File: config.mk
export PLATFORM = sky130hd
export DESIGN_NAME = lru_key_cache_controller_unit
export DESIGN_NICKNAME = d
export VERILOG_FILES = /design/src/rtl/lkc_pkg.sv /design/src/rtl/lkc_seq.sv /design/src/rtl/lkc_scan.sv /design/src/rtl/lru_key_cache_controller_unit.sv
export VERILOG_INCLUDE_DIRS = /design/src /design/src/rtl
export SDC_FILE = /design/constraint.sdc
export NUM_CORES = 1
export LEC_CHECK = 0
export ABC_AREA = 1
export BUFFER_PORTS_ARGS = -buffer_cell sky130_fd_sc_hd__buf_2
export CAP_MARGIN = 20
export CORE_MARGIN = 2
export CORE_UTILIZATION = 48
export CTS_BUF_LIST = sky130_fd_sc_hd__clkbuf_2 sky130_fd_sc_hd__clkbuf_4 sky130_fd_sc_hd__clkbuf_8
export DETAILED_ROUTE_END_ITERATION = 7
export GPL_ROUTABILITY_DRIVEN = 0
export SYNTH_ARGS = -nofsm -noshare
export SYNTH_HDL_FRONTEND = slang
export SYNTH_SLANG_ARGS = --single-unit
File: constraint.sdc
create_clock -name clk -period 5.3 [get_ports clk]
set_input_delay 0.795 -clock clk [delete_from_list [all_inputs] [get_ports clk]]
set_output_delay 0.795 -clock clk [all_outputs]
set_load 0.05 [all_outputs]
File: src/rtl/lru_key_cache_controller_unit_defines.svh
// ----------------------------------------------------------------------------
// lru key cache assertion macros
// shared concurrent check forms used by the cache rtl
// ----------------------------------------------------------------------------
`ifndef LRU_KEY_CACHE_CONTROLLER_UNIT_DEFINES_SVH
`define LRU_KEY_CACHE_CONTROLLER_UNIT_DEFINES_SVH

// consequent must hold in the same cycle as the antecedent
`define LKC_ASSERT_SAME(label, clk, rst, ante, cons) \
  label: assert property (@(posedge clk) disable iff (rst) (ante) |-> (cons)) \
    else $error("lkc: same-cycle check failed");

// consequent must hold in the cycle after the antecedent
`define LKC_ASSERT_NEXT(label, clk, rst, ante, cons) \
  label: assert property (@(posedge clk) disable iff (rst) (ante) |=> (cons)) \
    else $error("lkc: next-cycle check failed");

`endif

File: src/rtl/lkc_pkg.sv
// ----------------------------------------------------------------------------
// lkc_pkg
// types and fixed widths shared by the lru key cache modules
// ----------------------------------------------------------------------------
package lkc_pkg;

  localparam int CFG_W      = 4;
  localparam int KEY_PORT_W = 32;
  localparam int SLOT_W     = 3;
  localparam int OCC_W      = 4;

  localparam logic [CFG_W-1:0] CAP_RESET = 4'd8;

  typedef enum logic [1:0] {
    OP_LOOKUP = 2'd0,
    OP_PROBE  = 2'd1,
    OP_REMOVE = 2'd2,
    OP_CLEAR  = 2'd3
  } op_mode_t;

  typedef enum logic [1:0] {
    ST_IDLE,
    ST_SCAN,
    ST_DRAIN,
    ST_UPDATE
  } seq_state_t;

  typedef struct packed {
    logic init;    // clear scan accumulators
    logic issue;   // read one slot this cycle
    logic commit;  // apply the operation
  } seq_ctl_t;

endpackage

File: src/rtl/lkc_seq.sv
// ----------------------------------------------------------------------------
// lkc_seq
// sequencer: walks the slots one per cycle, then commits the operation
// ----------------------------------------------------------------------------
module lkc_seq #(
  parameter int DEPTH = 8,
  parameter int IDX_W = 3
) (
  input  logic               clk,
  input  logic               rst,
  input  logic               start,
  output logic               busy,
  output lkc_pkg::seq_ctl_t  ctl,
  output logic [IDX_W-1:0]   rd_idx
);
  import lkc_pkg::*;

  localparam logic [IDX_W-1:0] LastIdx = IDX_W'(DEPTH - 1);

  seq_state_t       state, state_next;
  logic [IDX_W-1:0] idx, idx_next;

  always_ff @(posedge clk) begin
    if (rst) begin
      state <= ST_IDLE;
      idx   <= '0;
    end else begin
      state <= state_next;
      idx   <= idx_next;
    end
  end

  always_comb begin
    state_next = state;
    idx_next   = idx;
    ctl        = '0;
    unique case (state)
      ST_IDLE: begin
        if (start) begin
          ctl.init   = 1'b1;
          idx_next   = '0;
          state_next = ST_SCAN;
        end
      end
      ST_SCAN: begin
        ctl.issue = 1'b1;
        if (idx == LastIdx) begin
          state_next = ST_DRAIN;
        end else begin
          idx_next = idx + 1'b1;
        end
      end
      // last compare lands here
      ST_DRAIN: begin
        state_next = ST_UPDATE;
      end
      ST_UPDATE: begin
        ctl.commit = 1'b1;
        state_next = ST_IDLE;
      end
      default: begin
        state_next = ST_IDLE;
      end
    endcase
  end

  assign busy   = (state != ST_IDLE);
  assign rd_idx = idx;

endmodule

File: src/rtl/lkc_scan.sv
// ----------------------------------------------------------------------------
// lkc_scan
// key store and the shared slot compare unit, one slot per cycle
// ----------------------------------------------------------------------------
module lkc_scan #(
  parameter int DEPTH  = 8,
  parameter int IDX_W  = 3,
  parameter int KEY_W  = 32,
  parameter int RANK_W = 3,
  parameter int CNT_W  = 4
) (
  input  logic              clk,
  input  logic              rst,
  input  lkc_pkg::seq_ctl_t ctl,
  input  logic [IDX_W-1:0]  rd_idx,
  input  logic [KEY_W-1:0]  key_ref,
  input  logic              wr_en,
  input  logic [IDX_W-1:0]  wr_idx,
  input  logic [KEY_W-1:0]  wr_key,
  output logic [IDX_W-1:0]  cmp_idx,
  input  logic              cmp_vld,
  input  logic [RANK_W-1:0] cmp_rank,
  output logic              found,
  output logic [IDX_W-1:0]  found_idx,
  output logic [RANK_W-1:0] found_rank,
  output logic              free_seen,
  output logic [IDX_W-1:0]  free_idx,
  output logic              lru_seen,
  output logic [IDX_W-1:0]  lru_idx,
  output logic [KEY_W-1:0]  lru_key,
  output logic [CNT_W-1:0]  occ
);

  logic [KEY_W-1:0]  key_mem [DEPTH];
  logic [KEY_W-1:0]  key_rd;
  logic              cmp_en;
  logic [RANK_W-1:0] lru_rank;

  always_ff @(posedge clk) begin
    if (wr_en) begin
      key_mem[wr_idx] <= wr_key;
    end
    key_rd  <= key_mem[rd_idx];
    cmp_idx <= rd_idx;
  end

  always_ff @(posedge clk) begin
    if (rst) begin
      cmp_en    <= 1'b0;
      found     <= 1'b0;
      free_seen <= 1'b0;
      lru_seen  <= 1'b0;
      occ       <= '0;
    end else begin
      cmp_en <= ctl.issue;
      if (ctl.init) begin
        found     <= 1'b0;
        free_seen <= 1'b0;
        lru_seen  <= 1'b0;
        occ       <= '0;
      end else if (cmp_en) begin
        if (cmp_vld) begin
          occ <= occ + 1'b1;
          if (!found && key_rd == key_ref) begin
            found <= 1'b1;
          end
          if (!lru_seen || cmp_rank > lru_rank) begin
            lru_seen <= 1'b1;
          end
        end else if (!free_seen) begin
          free_seen <= 1'b1;
        end
      end
    end
  end

  // payload side of the tracking registers
  always_ff @(posedge clk) begin
    if (cmp_en) begin
      if (cmp_vld) begin
        if (!found && key_rd == key_ref) begin
          found_idx  <= cmp_idx;
          found_rank <= cmp_rank;
        end
        if (!lru_seen || cmp_rank > lru_rank) begin
          lru_idx  <= cmp_idx;
          lru_rank <= cmp_rank;
          lru_key  <= key_rd;
        end
      end else if (!free_seen) begin
        free_idx <= cmp_idx;
      end
    end
  end

endmodule

File: src/rtl/lru_key_cache_controller_unit.sv
// ----------------------------------------------------------------------------
// lru_key_cache_controller_unit
// fully associative least-recently-used key cache with eviction report
// ----------------------------------------------------------------------------
// usage:
//   command channel: drive mode and key and raise start; the command is
//   taken at a rising edge with start high and busy low. busy stays high
//   while the command runs.
//   result channel: done pulses for one cycle with hit, slot, evicted,
//   evicted_key and occupancy. the receiver cannot stall, so it must take
//   the result in that cycle.
//   config channel: cfg_data (capacity in use) is written on a transfer
//   with cfg_valid and cfg_ready high; cfg_ready is always high. write it
//   only while no command is in flight.
// timing:
//   a command walks the key store one slot per cycle through one key and
//   rank comparator, then commits. done rises after the scan, a drain
//   state and the commit state. a new command is taken only once the
//   sequencer is idle again, as the key store has a single read port.
// reset:
//   rst (synchronous) empties the cache, sets capacity in use to 8 and
//   returns the sequencer to idle. key store contents are not cleared.
// ----------------------------------------------------------------------------
`include "lru_key_cache_controller_unit_defines.svh"

module lru_key_cache_controller_unit #(
  parameter int CAPACITY_MAX = 8,
  parameter int KEY_BITS     = 32
) (
  input  logic        clk,
  input  logic        rst,
  input  logic        start,
  output logic        busy,
  input  logic [1:0]  mode,
  input  logic [31:0] key,
  input  logic        cfg_valid,
  output logic        cfg_ready,
  input  logic [3:0]  cfg_data,
  output logic        done,
  output logic        hit,
  output logic [2:0]  slot,
  output logic        evicted,
  output logic [31:0] evicted_key,
  output logic [3:0]  occupancy
);
  import lkc_pkg::*;

  localparam int IDX_W  = $clog2(CAPACITY_MAX);
  localparam int RANK_W = IDX_W;
  localparam int CNT_W  = $clog2(CAPACITY_MAX + 1);
  localparam int CMP_W  = (CNT_W > CFG_W) ? CNT_W : CFG_W;

  // configuration
  logic [CFG_W-1:0] capacity;
  logic [CMP_W-1:0] cap_w, cap_eff, occ_w;

  assign cfg_ready = 1'b1;

  always_ff @(posedge clk) begin
    if (rst) begin
      capacity <= CAP_RESET;
    end else if (cfg_valid && cfg_ready) begin
      capacity <= cfg_data;
    end
  end

  always_comb begin
    cap_w = CMP_W'(capacity);
    if (cap_w == '0) begin
      cap_eff = CMP_W'(1);
    end else if (cap_w > CMP_W'(CAPACITY_MAX)) begin
      cap_eff = CMP_W'(CAPACITY_MAX);
    end else begin
      cap_eff = cap_w;
    end
  end

  // command capture
  logic              accept;
  op_mode_t          op_mode;
  logic [KEY_BITS-1:0] op_key;

  assign accept = start && !busy;

  always_ff @(posedge clk) begin
    if (accept) begin
      op_mode <= op_mode_t'(mode);
      op_key  <= KEY_BITS'(key);
    end
  end

  // sequencer and scan unit
  seq_ctl_t          ctl;
  logic [IDX_W-1:0]  rd_idx, cmp_idx;
  logic              cmp_vld;
  logic [RANK_W-1:0] cmp_rank;
  logic              found, free_seen, lru_seen;
  logic [IDX_W-1:0]  found_idx, free_idx, lru_idx;
  logic [RANK_W-1:0] found_rank;
  logic [KEY_BITS-1:0] lru_key;
  logic [CNT_W-1:0]  occ;
  logic              wr_en;
  logic [IDX_W-1:0]  target;

  lkc_seq #(
    .DEPTH (CAPACITY_MAX),
    .IDX_W (IDX_W)
  ) u_seq (
    .clk    (clk),
    .rst    (rst),
    .start  (start),
    .busy   (busy),
    .ctl    (ctl),
    .rd_idx (rd_idx)
  );

  lkc_scan #(
    .DEPTH  (CAPACITY_MAX),
    .IDX_W  (IDX_W),
    .KEY_W  (KEY_BITS),
    .RANK_W (RANK_W),
    .CNT_W  (CNT_W)
  ) u_scan (
    .clk        (clk),
    .rst        (rst),
    .ctl        (ctl),
    .rd_idx     (rd_idx),
    .key_ref    (op_key),
    .wr_en      (wr_en),
    .wr_idx     (target),
    .wr_key     (op_key),
    .cmp_idx    (cmp_idx),
    .cmp_vld    (cmp_vld),
    .cmp_rank   (cmp_rank),
    .found      (found),
    .found_idx  (found_idx),
    .found_rank (found_rank),
    .free_seen  (free_seen),
    .free_idx   (free_idx),
    .lru_seen   (lru_seen),
    .lru_idx    (lru_idx),
    .lru_key    (lru_key),
    .occ        (occ)
  );

  // valid bits and recency ranks, rank 0 is most recent
  logic [CAPACITY_MAX-1:0] valid, valid_next;
  logic [RANK_W-1:0]       recency      [CAPACITY_MAX];
  logic [RANK_W-1:0]       recency_next [CAPACITY_MAX];

  assign cmp_vld  = valid[cmp_idx];
  assign cmp_rank = recency[cmp_idx];

  logic              evict, ins;
  logic              res_hit, res_evicted;
  logic [IDX_W-1:0]  res_slot;
  logic [CNT_W-1:0]  occ_next;

  assign occ_w  = CMP_W'(occ);
  assign evict  = (occ_w >= cap_eff) && lru_seen;
  assign ins    = evict || free_seen;
  assign target = evict ? lru_idx : free_idx;
  assign wr_en  = ctl.commit && (op_mode == OP_LOOKUP) && !found && ins;

  always_comb begin
    valid_next   = valid;
    recency_next = recency;
    res_hit      = 1'b0;
    res_slot     = '0;
    res_evicted  = 1'b0;
    occ_next     = occ;
    unique case (op_mode)
      OP_LOOKUP: begin
        if (found) begin
          res_hit  = 1'b1;
          res_slot = found_idx;
          for (int i = 0; i < CAPACITY_MAX; i++) begin
            if (valid[i] && IDX_W'(i) != found_idx && recency[i] < found_rank) begin
              recency_next[i] = recency[i] + 1'b1;
            end
          end
          recency_next[found_idx] = '0;
        end else if (ins) begin
          res_slot    = target;
          res_evicted = evict;
          // everything left ages by one, the evicted slot is reused
          for (int i = 0; i < CAPACITY_MAX; i++) begin
            if (valid[i] && !(evict && IDX_W'(i) == target)) begin
              recency_next[i] = recency[i] + 1'b1;
            end
          end
          valid_next[target]   = 1'b1;
          recency_next[target] = '0;
          if (!evict) begin
            occ_next = occ + 1'b1;
          end
        end
      end
      OP_PROBE: begin
        if (found) begin
          res_hit  = 1'b1;
          res_slot = found_idx;
        end
      end
      OP_REMOVE: begin
        if (found) begin
          res_hit  = 1'b1;
          res_slot = found_idx;
          for (int i = 0; i < CAPACITY_MAX; i++) begin
            if (valid[i] && recency[i] > found_rank) begin
              recency_next[i] = recency[i] - 1'b1;
            end
          end
          valid_next[found_idx]   = 1'b0;
          recency_next[found_idx] = '0;
          occ_next = occ - 1'b1;
        end
      end
      OP_CLEAR: begin
        valid_next = '0;
        for (int i = 0; i < CAPACITY_MAX; i++) begin
          recency_next[i] = '0;
        end
        occ_next = '0;
      end
      default: begin
        valid_next = valid;
      end
    endcase
  end

  always_ff @(posedge clk) begin
    if (rst) begin
      valid <= '0;
      for (int i = 0; i < CAPACITY_MAX; i++) begin
        recency[i] <= '0;
      end
    end else if (ctl.commit) begin
      valid   <= valid_next;
      recency <= recency_next;
    end
  end

  // result register, one cycle strobe
  logic [CNT_W-1:0] occ_out;

  always_ff @(posedge clk) begin
    if (rst) begin
      done <= 1'b0;
    end else begin
      done <= ctl.commit;
    end
  end

  always_ff @(posedge clk) begin
    if (ctl.commit) begin
      hit         <= res_hit;
      slot        <= SLOT_W'(res_slot);
      evicted     <= res_evicted;
      evicted_key <= res_evicted ? KEY_PORT_W'(lru_key) : '0;
      occ_out     <= occ_next;
    end
  end

  assign occupancy = OCC_W'(occ_out);

  `LKC_ASSERT_SAME(a_done_idle, clk, rst, done, !busy)
  `LKC_ASSERT_SAME(a_evict_miss, clk, rst, done && evicted, !hit)
  `LKC_ASSERT_NEXT(a_accept_busy, clk, rst, accept, busy)
  `LKC_ASSERT_SAME(a_occ_count, clk, rst, done, occ_out == $countones(valid))

endmodule

# == Yosys cells after proc, flatten, opt, wreduce, memory -nomap -nowiden ==
# Memory sizes are Yosys's and may differ from the RTL's. A register that Yosys moved wholly into a read port is not among the register bits.
# Cells that the tools add are included.
# op_classes
n_addsub,19
magnitude_cmp,29
eq_ne,29
muxes,129
n_bitwise,13
reduce_logical,83
# ops
operator,count
3-bit two-way mux,90
24-bit bitwise AND,3
24-bit two-way mux,3
24-bit one-hot mux with 3 select lines,1
1-bit logical AND,50
24-bit NOT,2
32-bit == test,1
3-bit by 1-bit adder with 3-bit output (second input constant),9
3-bit greater-than comparator,9
3-bit < comparator,8
4-bit two-way mux,6
8-bit two-way mux,3
8-bit one-hot mux with 3 select lines,1
3-bit by 1-bit subtractor with 3-bit output (second input constant),8
3-bit demux with 3-bit select,2
1-bit two-way mux,13
3-bit == test (first input constant),4
4-bit greater-or-equal comparator (second input constant),3
3-bit by 4-bit < comparator with 1-bit output (second input constant),3
3-bit inequality test (first input constant),4
3-bit NOT with 4-bit output,3
3-bit one-hot mux with 2 select lines,2
4-bit one-hot mux with 3 select lines,1
3-bit AND reduction,4
37 further kinds,69
# totals
ff_bits,175
mem_bits_rw,256
input_bits,42
output_inout_bits,44
word_cells,335
memories,1
# memory_table
memory,words,word_bits,rd,rd_clocked_by_memory_dff,write_ports,line,text
u_scan.key_mem,8,32,1,1,1,lkc_scan.sv:34,logic [KEY_W-1:0] key_mem [DEPTH];

# == Longest topological paths before layout ==
# Gate-level depths: netlist of the first run.
# logic_depth
depth_word,18
mapped_depth,22
depth_no_buf,21

# == Modules after synthesis ==
# A second synthesis of the first run with hierarchy kept.
# hier_totals
hier_cells,2009
hier_area_um2,20746.1
# by_module_without_submodules
mod,n_inst,cells_per_inst,area_each_um2
lkc_scan,1,1007,13056.3
lru_key_cache_controller_unit,1,944,7310.8
lkc_seq,1,58,379.1

# == Least setup slack after synthesis of the first run ==
# OpenSTA, ideal clock, no wires.
# synth_path
path_type,reg-to-reg
start,reg u_scan.cmp_idx[0]
end,reg u_scan.lru_idx[0] (enable)
setup_time_ns,0.433
arrival_time_ns,3.500
setup_slack_ns,1.367
path_stages_with_launch,11
period_less_slack_ns,3.933
path_cell_list,dfxtp_1 > buf_2 > clkbuf_1 > o21ai_0 > a221oi_1 > a31oi_1 > ha_1 > nand2_1 > o21ai_0 > a21oi_1 > nor2_1
# synth_between
elab_chain_len,7
# synth_lines
element,line,text
start: declaration,lkc_scan.sv:20,"output logic [IDX_W-1:0] cmp_idx,"
start signal: assignment,lkc_scan.sv:44,cmp_idx <= rd_idx;
3-bit NOT with 4-bit output (implied by the code),lru_key_cache_controller_unit.sv:152,assign cmp_rank = recency[cmp_idx];
3-bit binary-select mux with 3-bit select,lru_key_cache_controller_unit.sv:152,
3-bit two-way mux (implied by the code) (2 in series),lru_key_cache_controller_unit.sv:152,
named net cmp_rank[2],lru_key_cache_controller_unit.sv:96,logic [RANK_W-1:0] cmp_rank;
3-bit greater-than comparator,lkc_scan.sv:85,if (!lru_seen || cmp_rank > lru_rank) begin
1-bit logical OR,lkc_scan.sv:85,
3-bit AND reduction (no source line),-,
end signal: assignment,lkc_scan.sv:86,lru_idx <= cmp_idx;
end: declaration,lkc_scan.sv:29,"output logic [IDX_W-1:0] lru_idx,"
# The timed path passes the listed nets, and every way through them passes these cells. The select of a mux whose other input is x is not followed.
# A chain may end at the register's enable or synchronous reset.

# == Final worst setup path of the first run ==
# layout_path
start,"reg capacity[0], in the netlist cap_w[0]"
end,mem u_scan.key_mem[4][26] (enable)
# layout_between
elab_chain_len,9
# layout_lines
element,line,text
start: declaration,lru_key_cache_controller_unit.sv:54,logic [CFG_W-1:0] capacity;
start signal: assignment,lru_key_cache_controller_unit.sv:63,capacity <= cfg_data;
4-bit greater-than comparator,lru_key_cache_controller_unit.sv:71,end else if (cap_w > CMP_W'(CAPACITY_MAX)) begin
4-bit two-way mux,lru_key_cache_controller_unit.sv:71,
4-bit two-way mux (*),lru_key_cache_controller_unit.sv:69,if (cap_w == '0) begin
4-bit greater-or-equal comparator (*),lru_key_cache_controller_unit.sv:160,assign evict = (occ_w >= cap_eff) && lru_seen;
1-bit logical AND (*),lru_key_cache_controller_unit.sv:160,
1-bit logical OR,lru_key_cache_controller_unit.sv:161,assign ins = evict || free_seen;
1-bit logical AND,lru_key_cache_controller_unit.sv:163,assign wr_en = ctl.commit && (op_mode == OP_LOOKUP) && !found && ins;
1-bit two-way mux,lkc_scan.sv:40,if (wr_en) begin
1-bit two-way mux (implied by the code),lkc_scan.sv:41,key_mem[wr_idx] <= wr_key;
end: declaration,lkc_scan.sv:34,
# Mark *: on every way between the ends. The rest lies on a longest branch, timed or not.

==> flow_summary.toml, run 1 <==
[timing]
worstMarginPinSlew_ps = 1070
fin_crit_sh_pct = 73.6
slew_violations = 0
rsz0062_at_grt = "no"
finalHoldViolCount = 0
slew_headroom_pct = 28.8
fin_tns_setup_ps = 0
clock_skew_ps = 35.3
fin_crit_ps = 3900
setup_viol = 0
fmax_mhz = 256

[cts]
cts_root_buffer = "clkbuf_8"
clk_pin_slew_ps = 60
cts.repair.resized = 0
cts_hold_buf = 0
htreeDepth = 3
clock_sinks = 463
cts_tree = "yes"
postCtsSetupBuffers = 0
cts_buffer_depth = 3
clock_latency_ps = 630
cts_buffers = 79

[setup_path]
endpoint_kind = "flip-flop"
cp_max_fo = 22
critical_path_arrival_ps = 4200
worstSetupPathType = "reg -> reg"
worstPathRequired_ps = 5600
crit_path_start_kind = "flip-flop"

[final_layout]
nets = 2110
syn_to_final_growth_pct = 13.7
diodes = 0
fin_area_sq_um = 23200
drive_gt1_share_pct = 14.3
postLayoutCoreUtil_pct = 55.3

[global_routing]
grt_overflow = 0
grt_start_max_net_pins = 99
grt_usage_pct = 21.9
grt_pass1_vias = 13751
grt_antenna_before_repair = 0
grt_pass1_wl_microns = 75400

[placement]
place_area_sq_um = 21400
port-buffer-count = 84
dp_hpwl_microns = 30200

[synth]
async_flop_share_pct = 0
ys_ff_latch = 463
mappedNetlistArea_sq_um = 20400
postSynthAreaPerCell_sq_um = 10.7
syn-num-nets = 2003
netlist_instances = 1900
synth_cell_type_count = 47
ys.flop_type = "edfxtp_1"
ys_seq_area_share_pct = 64.0
yosys_warnings = 0
synth_edf_count = 378

[routing]
vias_per_cell = 5.48
drc = 0
wirelength_microns = 48100
wl_per_cell_microns = 18.4
antenna_left = 0
vias = 14312
first_pass_iters = 6
first_iter_violations = 1339

[power_and_ir_drop]
leakage_nw = 8.85
power_mw = 10.5
power.density_nw_per_um2 = 453
ir_worst_vdd_mv = 0.541

[die]
rows = 75
fp.dieH_microns = 210
core_area_sq_um = 41900
ioPinCount = 86
dieArea_sq_um = 44100
die_w_microns = 210
initial_core_util_pct = 48.6

[flow_run]
cap_violations = 0

[worst_hold_path]
hold_class = "in -> reg"

[outcome]
status = "finished, final reports clean"
kinds of logic (layout without fill, tap and decap cells):
group                    Yosys count  in the layout  share of synthesized area (%)
AND/OR/NAND/NOR                  684            684                           14.5
adder cells (fa/ha/maj)           61             61                           3.74
XOR/XNOR                          47             47                           2.02
other                              1              1                         0.0184
flip-flops                       463            463                           64.0
AO/OA/AOI/OAI                    403            403                           11.0
buffers and inverters            241            412                           4.65
registers in the layout, indices dropped and copies added, names as in the netlist, 2 cells and up:
register           flops
u_scan.lru_idx         3
u_scan.found_rank      3
u_scan.lru_rank        3
u_scan.occ             4
recency               24
u_scan.key_mem       256
op_mode                2
occupancy              4
op_key                32
u_scan.lru_key        32
evicted_key           32
u_scan.free_idx        3
u_scan.key_rd         32
u_scan.found_idx       3
cap_w                  4
valid                  8
slot                   3
u_scan.cmp_idx         3
u_seq.state            2
u_seq.rd_idx           3
cell type report:
cell class	count	area (sq um)
repair buffers	103	576
clock inverters	33	399
clock buffers	112	1390
well taps	539	674
fillers	3541	18800
flip-flops and latches	463	13100
multi-input cells	1196	6460
inverters	164	617
routing by layer:
| metal | part of all wire (%) | vias to the layer above | routed length (microns) | global-route usage [%] |
|---|---|---|---|---|
| li1 | - | 6861 | - | - |
| met5 | 0 | - | 0 | 0 |
| met1 | 45 | 6914 | 21800 | 30.2 |
| met4 | 2.4 | 0 | 1150 | 8.12 |
| met2 | 46 | 455 | 22300 | 35.0 |
| met3 | 5.8 | 82 | 2810 | 3.86 |
per-stage QoR:
stage | setup WS (ps) | instances | hold slack, ps
after floorplan | 1370 | 1900 | 355
after global placement | 1530 | 2464 | 373
after detailed placement | 1400 | 2464 | 374
after CTS | 1370 | 2609 | 302
after global routing | 1010 | 2610 | 308
final | 1400 | 2610 | 347
synthesized netlist by cell type (6+ instances only):
cell type | number | area [sq um]
nor2_1 | 322 | 1210
nand4_1 | 8 | 50.1
nor3_1 | 18 | 90.1
or2_2 | 9 | 56.3
nand2_2 | 7 | 43.8
dfxtp_1 | 85 | 1700
xnor2_1 | 16 | 140
a31oi_1 | 60 | 375
clkbuf_1 | 63 | 236
inv_1 | 156 | 586
ha_1 | 61 | 763
a21oi_1 | 74 | 370
nand2_1 | 210 | 788
xor2_1 | 31 | 272
a311oi_1 | 6 | 52.6
o22ai_1 | 32 | 200
edfxtp_1 | 378 | 11400
buf_2 | 7 | 35.0
o21ai_0 | 199 | 996
nand3_1 | 82 | 410
o211ai_1 | 9 | 67.6
a211oi_1 | 7 | 52.6
nand2_4 | 6 | 67.6
placed cells by master (no fill, tap or decap), types with 2 or more instances in the layout:
cell type  synthesis  final
edfxtp_1         378    378
nor2_1           322    313
nand2_1          210    210
o21ai_0          199    199
inv_1            156    152
clkbuf_8           0     88
buf_2              7     84
dfxtp_1           85     83
nand3_1           82     82
a21oi_1           74     74
a31oi_1           60     60
ha_1              61     60
o22ai_1           32     32
xor2_1            31     31
clkbuf_4           0     24
nor3_1            18     18
buf_4              1     18
clkinv_1           3     16
xnor2_1           16     16
nor2_4             3     12
or2_2              9      9
o211ai_1           9      9
bufinv_16          0      9
nand4_1            8      8
inv_2              5      8
nand2_2            7      7
clkinv_2           0      7
a211oi_1           7      7
nand2_4            6      6
a311oi_1           6      6
nand3_2            5      5
o21ai_1            5      5
nand3b_1           4      4
a32oi_1            3      3
inv_8              0      3
nor3b_1            2      2
a221oi_1           2      2
nand2_8            2      2
nor2_8             2      2
a22oi_1            2      2
path summary, 6_finish.rpt:
kind,from,end,slack (ps),depth (start not counted)
setup / recovery,cap_w[0]$_SDFFE_PP0P_,u_scan.key_mem[4][26]$_DFFE_PP_,1400,14
hold / removal,key[22],op_key[22]$_DFFE_PP_,350,1
setup reg to reg,cap_w[0]$_SDFFE_PP0P_,u_scan.key_mem[4][26]$_DFFE_PP_,1400,14
hold reg to reg,u_seq.rd_idx[2]$_SDFFE_PP0P_,u_scan.cmp_idx[2]$_DFF_P_,380,0
power breakdown:
part	switching [mW]	total (mW)	leakage, nW	internal, mW
sequential	0.396	4.84	4.13	4.45
clock	1.45	3.60	0.937	2.15
combinational	1.44	2.06	3.78	0.627
critical path: stages (launching register included):
cell	delay, ps
dfxtp_1	320
nor3_1	240
o21ai_0	140
ha_1	320
nand2_1	60
nand2_1	50
nand2_1	50
nand3_2	140
nand2_4	180
nand2_1	120
nand2_2	70
nor2_1	230
nand2_1	490
nor2_4	830
buf_4	340
No activity file was read; power rests on OpenSTA's default activity.
==> run 2, diff against run 1 <==
--- a/config.mk
+++ b/config.mk
@@ -6,7 +6,7 @@
 export SDC_FILE = /design/constraint.sdc
 export NUM_CORES = 1
 export LEC_CHECK = 0
-export ABC_AREA = 1
+export ABC_AREA = 0
 export BUFFER_PORTS_ARGS = -buffer_cell sky130_fd_sc_hd__buf_2
 export CAP_MARGIN = 20
 export CORE_MARGIN = 2
==> constraint.sdc (replaced) <==
create_clock -name clk -period 3.75 [get_ports clk]
set_input_delay 0.5625 -clock clk [delete_from_list [all_inputs] [get_ports clk]]
set_output_delay 0.5625 -clock clk [all_outputs]
set_load 0.05 [all_outputs]
==> run 2 against run 1 <==
- utilization increased by 0.20 points
- worst hold slack got worse by 230 ps
- clock skew decreased by 1.2 ps
- flip-flop and latch count did not move
- wire length rose by 1.9%
- critical path depth shrank 5
- via count down 14%
- setup slack worse by 870 ps
- die area is 0.66% lower
- global-route usage increased by 0.87 points
- clock power grew 26%
- critical path type unchanged
- largest power group unchanged
- highest routed layer unchanged
==> flow_summary.toml, run 2 <==
[setup_path]
endpoint_kind = "flip-flop"
ff2ff_path_depth = 9
startpoint = "u_scan.occ[0]$_SDFFE_PP0P_"
cp_max_fo = 42
rrSetupSlack_ps = 530
r2r_end = "u_scan.key_mem[5][30]$_DFFE_PP_"
worstSetupPathType = "reg -> reg"
critical_path_arrival_ps = 3480
crit_path_start_kind = "flip-flop"
rr_startpoint = "u_scan.occ[0]$_SDFFE_PP0P_"
worstPathRequired_ps = 4010

[timing]
fin_crit_sh_pct = 85.9
clock_skew_ps = 34.1
fin_crit_ps = 3220
finalHoldViolCount = 0
worstMarginPinSlew_ps = 973
fin_tns_setup_ps = 0
setup_viol = 0
rsz0062_at_grt = "no"
slew_headroom_pct = 34.6
slew_violations = 0
fmax_mhz = 310
holdWs_ps = 114

[synth]
yosys.area.top_type = "edfxtp_1"
syn-num-nets = 1457
netlist_instances = 1354
ys_ff_latch = 463
synth_simple_gate_area_share_pct = 8.70
synth_adder_area_share_pct = 3.77
yosys_warnings = 0
synth_area_leaders = "edfxtp_1 56%, dfxtp_1 8.4%, mux4_2 8.0%"
synth_compound_area_share_pct = 7.56
synth_cell_type_count = 85
synth_edf_count = 378
synth.top_cell.area_share_pct = 56.1
synth_top_family_by_area = "multiplexers"
synth_most_common_cell = "edfxtp_1"
ys.flop_type = "edfxtp_1"
synthTopCellsByCount = "378 x edfxtp_1, 85 x dfxtp_1, 72 x mux4_2"
mappedNetlistArea_sq_um = 20200
postSynthAreaPerCell_sq_um = 15.0
async_flop_share_pct = 0
synthXorXnorAreaFrac_pct = 2.12
ys_seq_area_share_pct = 64.5
synthMuxAreaShare_pct = 11.0

[global_routing]
grt_usage_pct = 22.8
grt_pass1_vias = 12653
grt_pass1_wl_microns = 75300
grt_antenna_before_repair = 0
grt_overflow = 0
grt_start_max_net_pins = 43

[outcome]
status = "finished, final reports clean"

[cts]
htreeDepth = 3
cts_buffer_depth = 3
cts_tree = "yes"
clk_pin_slew_ps = 60
clock_sinks = 463
cts_hold_buf = 0
cts.repair.resized = 0
postCtsSetupBuffers = 0
clock_latency_ps = 630
cts_buffers = 78
cts_root_buffer = "clkbuf_8"

[die]
rows = 75
initial_core_util_pct = 48.5
ioPinCount = 86
core_area_sq_um = 41800
dieArea_sq_um = 43800
fp.dieH_microns = 209
die_w_microns = 209

[final_layout]
largest_register = "u_scan.key_mem"
nets = 1594
drive_gt1_share_pct = 25.8
n_fill_cell = 3320
final_common_cell = "edfxtp_1"
diodes = 0
final_cell_mix = "378 x edfxtp_1, 84 x buf_2, 82 x dfxtp_1, 81 x clkbuf_8, 72 x mux4_2"
syn_to_final_growth_pct = 14.4
largest_register_ffs = 256

[flow_run]
cap_violations = 0

[worst_hold_path]
hold_start = "key[8]"
min_to = "op_key[8]$_DFFE_PP_"
hold_depth = 1
hold_class = "in -> reg"

[routing]
first_pass_iters = 5
antenna_left = 0
vias_per_cell = 5.86
wirelength_microns = 49000
wl_per_cell_microns = 23.4
drc = 0
first_iter_violations = 1075
vias = 12264

[placement]
port-buffer-count = 84
dp_hpwl_microns = 31500

[power_and_ir_drop]
leakage_nw = 7.96
power.density_nw_per_um2 = 554
ir_worst_vdd_mv = 0.366
## run 2: cell types whose count changed in the layout (fill, tap and decap cells not counted), moves of 20 or more
| cell | previous run | this run |
|---|---|---|
| inv_1 | 152 | 47 |
| a21oi_1 | 74 | 27 |
| and3_1 | 0 | 40 |
| mux2i_1 | 0 | 20 |
| nand2_1 | 210 | 64 |
| a31oi_1 | 60 | 13 |
| o21ai_0 | 199 | 26 |
| mux2_2 | 0 | 36 |
| nand3_1 | 82 | 36 |
| nor2_1 | 313 | 55 |
| o22ai_1 | 32 | 2 |
| mux4_2 | 0 | 72 |
## run 2: worst max-delay path: stages, from the launching register on
cell and delay, ps:
dfxtp_1 460, inv_1 150, ha_1 310, nand2b_4 150
a2111oi_4 620, nor3_4 90, buf_4 310, o21a_1 300
nor2_4 100, buf_4 340
## run 2: logic make-up (layout without fill, tap and decap cells)
kind of cell,Yosys count,after routing
AND/OR/NAND/NOR,328,328
AO/OA/AOI/OAI,204,204
buffers and inverters,120,319
multiplexers,128,128
flip-flops,463,463
other,1,1
adder cells (fa/ha/maj),61,61
XOR/XNOR,49,49
## run 2: final cells by class
| type | count | area [sq um] | share of cell area [%] |
|---|---|---|---|
| Clock buffer | 119 | 1400 | 6.05 |
| Clock inverter | 23 | 186 | 0.805 |
| Inverter | 48 | 180 | 0.778 |
| Multi-Input combinational cell | 771 | 6790 | 29.3 |
| Sequential cell | 463 | 13100 | 56.4 |
| Tap cell | 539 | 674 | 2.91 |
| Timing Repair Buffer | 129 | 866 | 3.74 |
## run 2: worst max-delay path by stage
stage | endpoint | slack, ps
final | u_scan.key_mem[5][30]$_DFFE_PP_ | 530
after floorplan | u_scan.key_mem[3][0]$_DFFE_PP_ | -140
after CTS | u_scan.key_mem[0][19]$_DFFE_PP_ | 490
after global placement | u_scan.key_mem[0][30]$_DFFE_PP_ | 610
after global routing | u_scan.key_mem[5][23]$_DFFE_PP_ | 350
after detailed placement | u_scan.key_mem[0][19]$_DFFE_PP_ | 540
## run 2: report_power, final
part           internal [mW]  leakage (nW)  total [mW]  switching, mW
logic                  0.737          2.99        1.80           1.06
clock network           2.58         0.829        4.55           1.97
registers               6.04          4.14        6.49          0.443
total                   9.36          7.96        12.8           3.48
## run 2: per-layer routing
layer  global-route usage (%)  up-vias  share of wire, %  wire, microns
met2                     37.4      392                48          23700
met4                     11.4        0               4.0           1950
met5                        0        -                 0              0
met3                     3.91      121               5.3           2590
li1                         -     5604                 -              -
met1                     29.6     6147                42          20700
## run 2: through the flow
step | power [mW] | std cells | instance area (sq um) | worst slack (ps) | util (%)
floorplan | 7.69 | 1354 | 20300 | -145 | -
global placement | 8.40 | 1949 | 21500 | 610 | 51.6
detailed placement | 8.43 | 1949 | 21500 | 542 | 51.6
CTS | 13.0 | 2091 | 23100 | 485 | 55.4
global route | 13.4 | 2092 | 23200 | 351 | 55.5
finish | 12.8 | 2092 | 23200 | 529 | 55.5
